**src/hdl/rtwm_pkg.sv**
```systemverilog
// ----------------------------------------------------------------------------
// rtwm_pkg
// types and constants shared by the reservation table and its checker
// ----------------------------------------------------------------------------
package rtwm_pkg;

  localparam int unsigned IdW      = 16;
  localparam int unsigned AmountW  = 16;
  localparam int unsigned PosW     = 9;
  localparam int unsigned CountW   = 20;
  localparam int unsigned SlotIdxW = 6;

  // a pushed position with every bit set matches any stored position
  localparam logic [PosW-1:0]   PosAny   = '1;
  localparam logic [CountW-1:0] CountMax = '1;

  // kind codes
  localparam logic KindPush  = 1'b0;
  localparam logic KindClear = 1'b1;

  typedef struct packed {
    logic [IdW-1:0]    item;
    logic [PosW-1:0]   position;
    logic [CountW-1:0] count;
  } entry_t;

endpackage

```
**src/hdl/rtwm_ram.sv**
```systemverilog
// ----------------------------------------------------------------------------
// rtwm_ram
// generic single write, single read ram with registered read data
// ----------------------------------------------------------------------------
module rtwm_ram #(
  parameter int unsigned Width = 45,
  parameter int unsigned Depth = 8,
  localparam int unsigned AddrW = (Depth > 1) ? $clog2(Depth) : 1
) (
  input  logic             clk_i,
  input  logic             we_i,
  input  logic [AddrW-1:0] waddr_i,
  input  logic [Width-1:0] wdata_i,
  input  logic [AddrW-1:0] raddr_i,
  output logic [Width-1:0] rdata_o
);

  logic [Width-1:0] mem_q [Depth];
  logic [Width-1:0] rdata_q;

  always_ff @(posedge clk_i) begin
    if (we_i) begin
      mem_q[waddr_i] <= wdata_i;
    end
    rdata_q <= mem_q[raddr_i];
  end

  assign rdata_o = rdata_q;

endmodule

```
**src/hdl/reserve_table_wildcard_merge.sv**
```systemverilog
// ----------------------------------------------------------------------------
// reserve_table_wildcard_merge
// reservation table with id match, wildcard position merge and
// lowest-free-slot insertion, slot state held in one ram
// ----------------------------------------------------------------------------
//
//  channel | direction | handshake               | payload
//  --------+-----------+-------------------------+-------------------------------------------
//  in      | input     | in_valid_i/in_ready_o   | kind, item_id, amount, position
//  out     | output    | out_valid_o/out_ready_i | accepted, merged, slot_index, any_reserved
//
//  a push walks the occupied slots through the ram read port, a read state and
//  a compare state per slot (address, then compare), then the merge write or the
//  insert step; clear and id-zero pushes go straight to the finishing step
//  one transaction is in flight at a time; the result sits in an output
//  register, so the next input transaction is taken while it waits
//  reset empties the table at once through the fill count, no clearing pass
//  a stalled output only holds the finishing step, the table is already updated
//
module reserve_table_wildcard_merge #(
  parameter int unsigned ENTRIES = 8
) (
  input  logic                           clk_i,
  input  logic                           rst_ni,
  input  logic                           in_valid_i,
  output logic                           in_ready_o,
  input  logic                           kind_i,
  input  logic [rtwm_pkg::IdW-1:0]       item_id_i,
  input  logic [rtwm_pkg::AmountW-1:0]   amount_i,
  input  logic signed [rtwm_pkg::PosW-1:0] position_i,
  output logic                           out_valid_o,
  input  logic                           out_ready_i,
  output logic                           accepted_o,
  output logic                           merged_o,
  output logic [rtwm_pkg::SlotIdxW-1:0]  slot_index_o,
  output logic                           any_reserved_o
);

  localparam int unsigned IdxW  = (ENTRIES > 1) ? $clog2(ENTRIES) : 1;
  localparam int unsigned FillW = $clog2(ENTRIES + 1);
  localparam int unsigned EntW  = $bits(rtwm_pkg::entry_t);
  localparam logic [FillW-1:0] FillFull = FillW'(ENTRIES);

  typedef enum logic [5:0] {
    S_IDLE  = 6'b000001,
    S_READ  = 6'b000010,
    S_CMP   = 6'b000100,
    S_INS   = 6'b001000,
    S_WRITE = 6'b010000,
    S_DONE  = 6'b100000
  } state_e;

  state_e state_q, state_d;

  // slots 0 .. fill-1 are occupied: inserts always take the lowest free
  // slot and only a clear ever frees one, so the table fills in order
  logic [FillW-1:0] fill_q, fill_d;
  logic [IdxW-1:0]  ptr_q, ptr_d;

  // captured transaction
  logic                          kind_q;
  logic [rtwm_pkg::IdW-1:0]      id_q;
  logic [rtwm_pkg::AmountW-1:0]  amount_q;
  logic [rtwm_pkg::PosW-1:0]     pos_q;

  // result being built
  logic            res_acc_q, res_acc_d;
  logic            res_mrg_q, res_mrg_d;
  logic [IdxW-1:0] res_idx_q, res_idx_d;

  // merge write-back
  logic [rtwm_pkg::CountW-1:0] sum_q, sum_d;
  rtwm_pkg::entry_t            hit_q, hit_d;

  // output register
  logic                          out_valid_q, out_valid_d;
  logic                          out_acc_q, out_mrg_q, out_any_q;
  logic [rtwm_pkg::SlotIdxW-1:0] out_idx_q;
  logic                          out_load;

  // ram ports
  logic             ram_we;
  logic [IdxW-1:0]  ram_waddr;
  rtwm_pkg::entry_t ram_wdata;
  logic [IdxW-1:0]  ram_raddr;
  logic [EntW-1:0]  ram_rdata;
  rtwm_pkg::entry_t rd_entry;

  logic                        in_fire;
  logic                        slot_hit;
  logic                        last_slot;
  logic [rtwm_pkg::CountW:0]   sum_wide;

  assign in_ready_o = (state_q == S_IDLE);
  assign in_fire    = in_valid_i && in_ready_o;
  assign rd_entry   = rtwm_pkg::entry_t'(ram_rdata);

  // wildcard on the pushed side only; a stored all-ones position is ordinary
  assign slot_hit  = (rd_entry.item == id_q) &&
                     ((pos_q == rtwm_pkg::PosAny) || (rd_entry.position == pos_q));
  assign last_slot = ((FillW'(ptr_q) + FillW'(1)) == fill_q);
  assign sum_wide  = {1'b0, rd_entry.count} + (rtwm_pkg::CountW + 1)'(amount_q);

  always_comb begin
    state_d   = state_q;
    fill_d    = fill_q;
    ptr_d     = ptr_q;
    res_acc_d = res_acc_q;
    res_mrg_d = res_mrg_q;
    res_idx_d = res_idx_q;
    sum_d     = sum_q;
    hit_d     = hit_q;
    ram_we    = 1'b0;
    ram_waddr = ptr_q;
    ram_wdata = hit_q;
    ram_raddr = ptr_q;
    out_load  = 1'b0;

    unique case (state_q)
      S_IDLE: begin
        if (in_fire) begin
          res_acc_d = 1'b0;
          res_mrg_d = 1'b0;
          res_idx_d = '0;
          ptr_d     = '0;
          if (kind_i == rtwm_pkg::KindClear) begin
            fill_d  = '0;
            state_d = S_DONE;
          end else if (item_id_i == '0) begin
            state_d = S_DONE;
          end else if (fill_q == '0) begin
            state_d = S_INS;
          end else begin
            state_d = S_READ;
          end
        end
      end
      S_READ: begin
        state_d = S_CMP;
      end
      S_CMP: begin
        if (slot_hit) begin
          sum_d   = sum_wide[rtwm_pkg::CountW] ? rtwm_pkg::CountMax
                                               : sum_wide[rtwm_pkg::CountW-1:0];
          hit_d   = rd_entry;
          state_d = S_WRITE;
        end else if (last_slot) begin
          state_d = S_INS;
        end else begin
          ptr_d   = ptr_q + IdxW'(1);
          state_d = S_READ;
        end
      end
      S_WRITE: begin
        // read-modify-write of the matched slot
        ram_we         = 1'b1;
        ram_waddr      = ptr_q;
        ram_wdata      = hit_q;
        ram_wdata.count = sum_q;
        res_acc_d      = 1'b1;
        res_mrg_d      = 1'b1;
        res_idx_d      = ptr_q;
        state_d        = S_DONE;
      end
      S_INS: begin
        if (fill_q != FillFull) begin
          ram_we             = 1'b1;
          ram_waddr          = fill_q[IdxW-1:0];
          ram_wdata.item     = id_q;
          ram_wdata.position = pos_q;
          ram_wdata.count    = rtwm_pkg::CountW'(amount_q);
          res_acc_d          = 1'b1;
          res_idx_d          = fill_q[IdxW-1:0];
          fill_d             = fill_q + FillW'(1);
        end
        state_d = S_DONE;
      end
      S_DONE: begin
        if (!out_valid_q || out_ready_i) begin
          out_load = 1'b1;
          state_d  = S_IDLE;
        end
      end
      default: begin
        state_d = S_IDLE;
      end
    endcase
  end

  always_comb begin
    out_valid_d = out_valid_q;
    if (out_load) begin
      out_valid_d = 1'b1;
    end else if (out_ready_i) begin
      out_valid_d = 1'b0;
    end
  end

  always_ff @(posedge clk_i or negedge rst_ni) begin
    if (!rst_ni) begin
      state_q     <= S_IDLE;
      fill_q      <= '0;
      out_valid_q <= 1'b0;
    end else begin
      state_q     <= state_d;
      fill_q      <= fill_d;
      out_valid_q <= out_valid_d;
    end
  end

  // payload registers, no reset needed
  always_ff @(posedge clk_i) begin
    ptr_q     <= ptr_d;
    res_acc_q <= res_acc_d;
    res_mrg_q <= res_mrg_d;
    res_idx_q <= res_idx_d;
    sum_q     <= sum_d;
    hit_q     <= hit_d;
    if (in_fire) begin
      kind_q   <= kind_i;
      id_q     <= item_id_i;
      amount_q <= amount_i;
      pos_q    <= position_i;
    end
    if (out_load) begin
      out_acc_q <= res_acc_q;
      out_mrg_q <= res_mrg_q;
      out_idx_q <= rtwm_pkg::SlotIdxW'(res_idx_q);
      // fill count is final by now, also after a clear
      out_any_q <= (fill_q != '0) && (kind_q == rtwm_pkg::KindPush);
    end
  end

  rtwm_ram #(
    .Width (EntW),
    .Depth (ENTRIES)
  ) u_ram (
    .clk_i   (clk_i),
    .we_i    (ram_we),
    .waddr_i (ram_waddr),
    .wdata_i (ram_wdata),
    .raddr_i (ram_raddr),
    .rdata_o (ram_rdata)
  );

  assign out_valid_o    = out_valid_q;
  assign accepted_o     = out_acc_q;
  assign merged_o       = out_mrg_q;
  assign slot_index_o   = out_idx_q;
  assign any_reserved_o = out_any_q;

endmodule

```
**config.mk**
```make
export PLATFORM = sky130hd
export DESIGN_NAME = reserve_table_wildcard_merge
export DESIGN_NICKNAME = d
export VERILOG_FILES = /design/src/hdl/rtwm_pkg.sv /design/src/hdl/rtwm_ram.sv /design/src/hdl/reserve_table_wildcard_merge.sv
export SDC_FILE = /design/constraint.sdc
export NUM_CORES = 1
export LEC_CHECK = 0
export ABC_AREA = 1
export BUFFER_PORTS_ARGS = -buffer_cell sky130_fd_sc_hd__buf_2
export CAP_MARGIN = 20
export CORE_MARGIN = 2
export CORE_UTILIZATION = 57
export DETAILED_ROUTE_END_ITERATION = 8
export PLACE_DENSITY = 0.75
export SLEW_MARGIN = 10
export SYNTH_ARGS = -nofsm -noshare
export SYNTH_HDL_FRONTEND = slang
export SYNTH_SLANG_ARGS = --single-unit
```
**constraint.sdc**
```tcl
create_clock -name clk_i -period 4.8 [get_ports clk_i]
set_input_delay 0.72 -clock clk_i [delete_from_list [all_inputs] [get_ports clk_i]]
set_output_delay 0.72 -clock clk_i [all_outputs]
set_load 0.01 [all_outputs]
```
==> summary.md <==
| Metric | Value |
|---|---|
| Max_slew headroom | 34.20% |
| Avg WL per Cell | 18.07 um |
| Setup Buffers After CTS | 0 |
| Total Routed Length | between 20 and 25 mm |
| Asr flop ratio synth | under 10% |
| Worst slew pin tran | 987.0 ps |
| Register area share after synthesis | 73.65% |
| Die X-Extent | between 100 and 150 um |
| DRC errors left | 0 |
| RD Place Congestion | 0.8010 |
| Routed Antenna Nets | 0 |
| Non-Filler Instances | approximately 1300 |
| Max Cap Violations | 0 |
| Kind of critical path | flop to flop |
| Setup violators final | 0 |
| Post-Syn Area | 11860 um2 |
| Arr. time, crit path | 3330 ps |
| Post-route cell area | about 13000 um2 |
| Vias in the first global route | ~7200 |
| IO buf count | 37 |
| Top_reg_cell synth | edfxtp_1 |
| CTS Hold Buffers Added | 0 |
| Crit Path Max Fanout | 82 |
| Worst vdd ir | 390.2 uV |
| Final period utilization | approximately 65% |
| Vias/cell | between 5 and 6 |
| Achievable frequency | between 0.3 and 0.4 GHz |
| Ports | 57 |
| Most frequent cells in the layout | edfxtp_1, nor2_1, o21ai_0, nand2_1, inv_1 |
| Placed insts | between 1000 and 1500 |
| Num Clock Sinks | about 300 |
| Synth cell types | 35 |
| Most common cell after layout, fill and taps aside | edfxtp_1 |
| Syn_area_per_cell | roughly 12 um2 |
| Layout overhead on the synthesized area | 12.91% |
| Largest net degree at the start of global routing | just over 80 |
| DR iter-0 viols | 774 |
| Total number of vias | ~7500 |
| Total grt overflow | 0 |
| Initial Util | about three fifths |
| Power per cell area | 598.0 nW/um2 |
| Hold Path Class | input port to async pin |
| Cts bufs inserted | 30 |
| RSZ-0062 raised after global routing | no |
| CTS max path bufs | 3 |
| Clock transition at path regs | roughly 60 ps |
| Status | complete, no violations |
| Die area | approximately 22000 um2 |
| Post-Syn Instances | around 980 |
| Fin. Hold Viols | 0 |
| Number of synthesis warnings | 0 |
| GRT Overall Usage | between 20% and 30% |
| CTS root buf | clkbuf_16 |
| Initial antenna violation count | 0 |
| Critical path launch point type | flop |
| Post-synth EDFFs | 265 |
| Nets | 1072 |
| Final Skew | about 14 ps |
| Core area | between 20000 and 25000 um2 |
| Critical Path End Type | flop |
| Crit path required time | roughly 5000 ps |
| Ratio of cells with drive above 1 in the final layout | between 10% and 20% |
| Row count | between 50 and 60 |
| Post-layout util | 65.96% |
| Fin Setup TNS | 0 ps |
| Leak | between 4 and 5 nW |
| CTS tree | yes |
| Diodes inserted | 0 |
| Die height | 148.2 um |
| Post-DP HPWL | approximately 13 mm |
| Clock insertion delay at the later pin of the skew report | around 550 ps |
| Synth Register Bits | 301 |
| Drt pass-1 iters | 5 |
| Tot Pwr | between 8 and 9 mW |
| First-pass GRT wire length | about 37 mm |
| Post-DP Area | 12350 um2 |
| Final min period | slightly above 3000 ps |
| Max Slew Vio Count | 0 |
| CTS resizes | 0 |
| H-tree depth | 1 |
| Fill cells | roughly 1500 |
[worst paths after layout]
check,from,end,slack (ps),cells past startpoint
worst max register to register,ptr_q[0],ptr_q[1],1690,9
max in group asynchronous,rst_ni,state_q[0],4470,1
worst max-delay path,ptr_q[0],ptr_q[1],1690,9
worst min-delay path,rst_ni,fill_q[3],50,1
min in group clk_i,position_i[7],pos_q[7],340,1
worst min register to register,res_idx_q[2],slot_index_o[2],420,0
[layout make-up]
class	count	area (um2)	area share, %
Clock buffer	40	818.3	6.111
Sequential cell	301	8735	65.23
Tap cell	270	337.8	2.523
Multi-Input combinational cell	585	2759	20.60
Timing Repair Buffer	55	332.8	2.486
Clock inverter	16	220.2	1.645
Inverter	50	187.7	1.402
[where the power goes]
group	total, mW	switching [mW]	internal, mW
Sequential	3.53	0.215	3.31
Clock	2.40	0.934	1.47
Combinational	2.08	1.43	0.646
[per-layer routing]
layer	vias to the layer above	share of wire [%]	GRT usage (%)
met3	59	6.6	3.405
met4	0	3.2	8.667
met2	271	48	36.23
li1	3509	-	-
met1	3619	42	30.55
met5	-	0	0
[synthesized netlist by cell type (all sizes together) (2+ instances only)]
master	number	area, um2
o21ai	120	608.1
xnor2	18	157.7
a31oi	25	156.4
edfxtp	265	7958
nand3	11	60.06
nand4	7	65.06
a21oi	12	71.32
clkinv	2	7.510
nor2	251	959.7
ha	3	37.54
buf	20	113.9
nor3	3	15.01
clkbuf	27	101.4
nand2	101	384.1
o22ai	27	168.9
xor2	3	26.28
dfxtp	25	500.5
inv	48	180.2
dfrtp	10	250.2
[registers in the layout (all words and copies together), names as in the netlist]
signal          count
res_idx_q           3
res_mrg_q           1
slot_index_o        3
pos_q               9
hit_q              25
ptr_q               3
u_ram.mem_q       200
accepted_o          1
kind_q              1
fill_q              4
merged_o            1
u_ram.rdata_o      25
state_q             6
any_reserved_o      1
out_valid_o         1
res_acc_q           1
id_q               16
[cell families after synthesis]
family,synth area share [%]
DFF,73.65
AOI/OAI and AO/OA,8.536
adders and majority gates,0.3166
buffers and inverters,3.397
xor gates and xnor gates,1.551
other,0.03162
and+or+nand+nor,12.51
[worst max-delay path, cell delays in order, from the launching register on]
cell and delay, ps:
edfxtp_1 970, buf_4 820, nand3_1 200, nor2_1 180
inv_1 50, nand2_1 50, nor3_1 40, nor2_1 90
nand2_1 90, a21oi_1 280
[metrics by stage]
stage / setup WS [ps] / hold slack (ps)
6_report: 1687 / 51.92
2_1_floorplan: 1911 / 400.3
3_5_place_dp: 1713 / 406.6
4_1_cts: 1705 / 40.54
3_3_place_gp: 1739 / 400.3
5_1_grt: 1347 / 57.51
No activity file was read; power rests on OpenSTA's default activity.
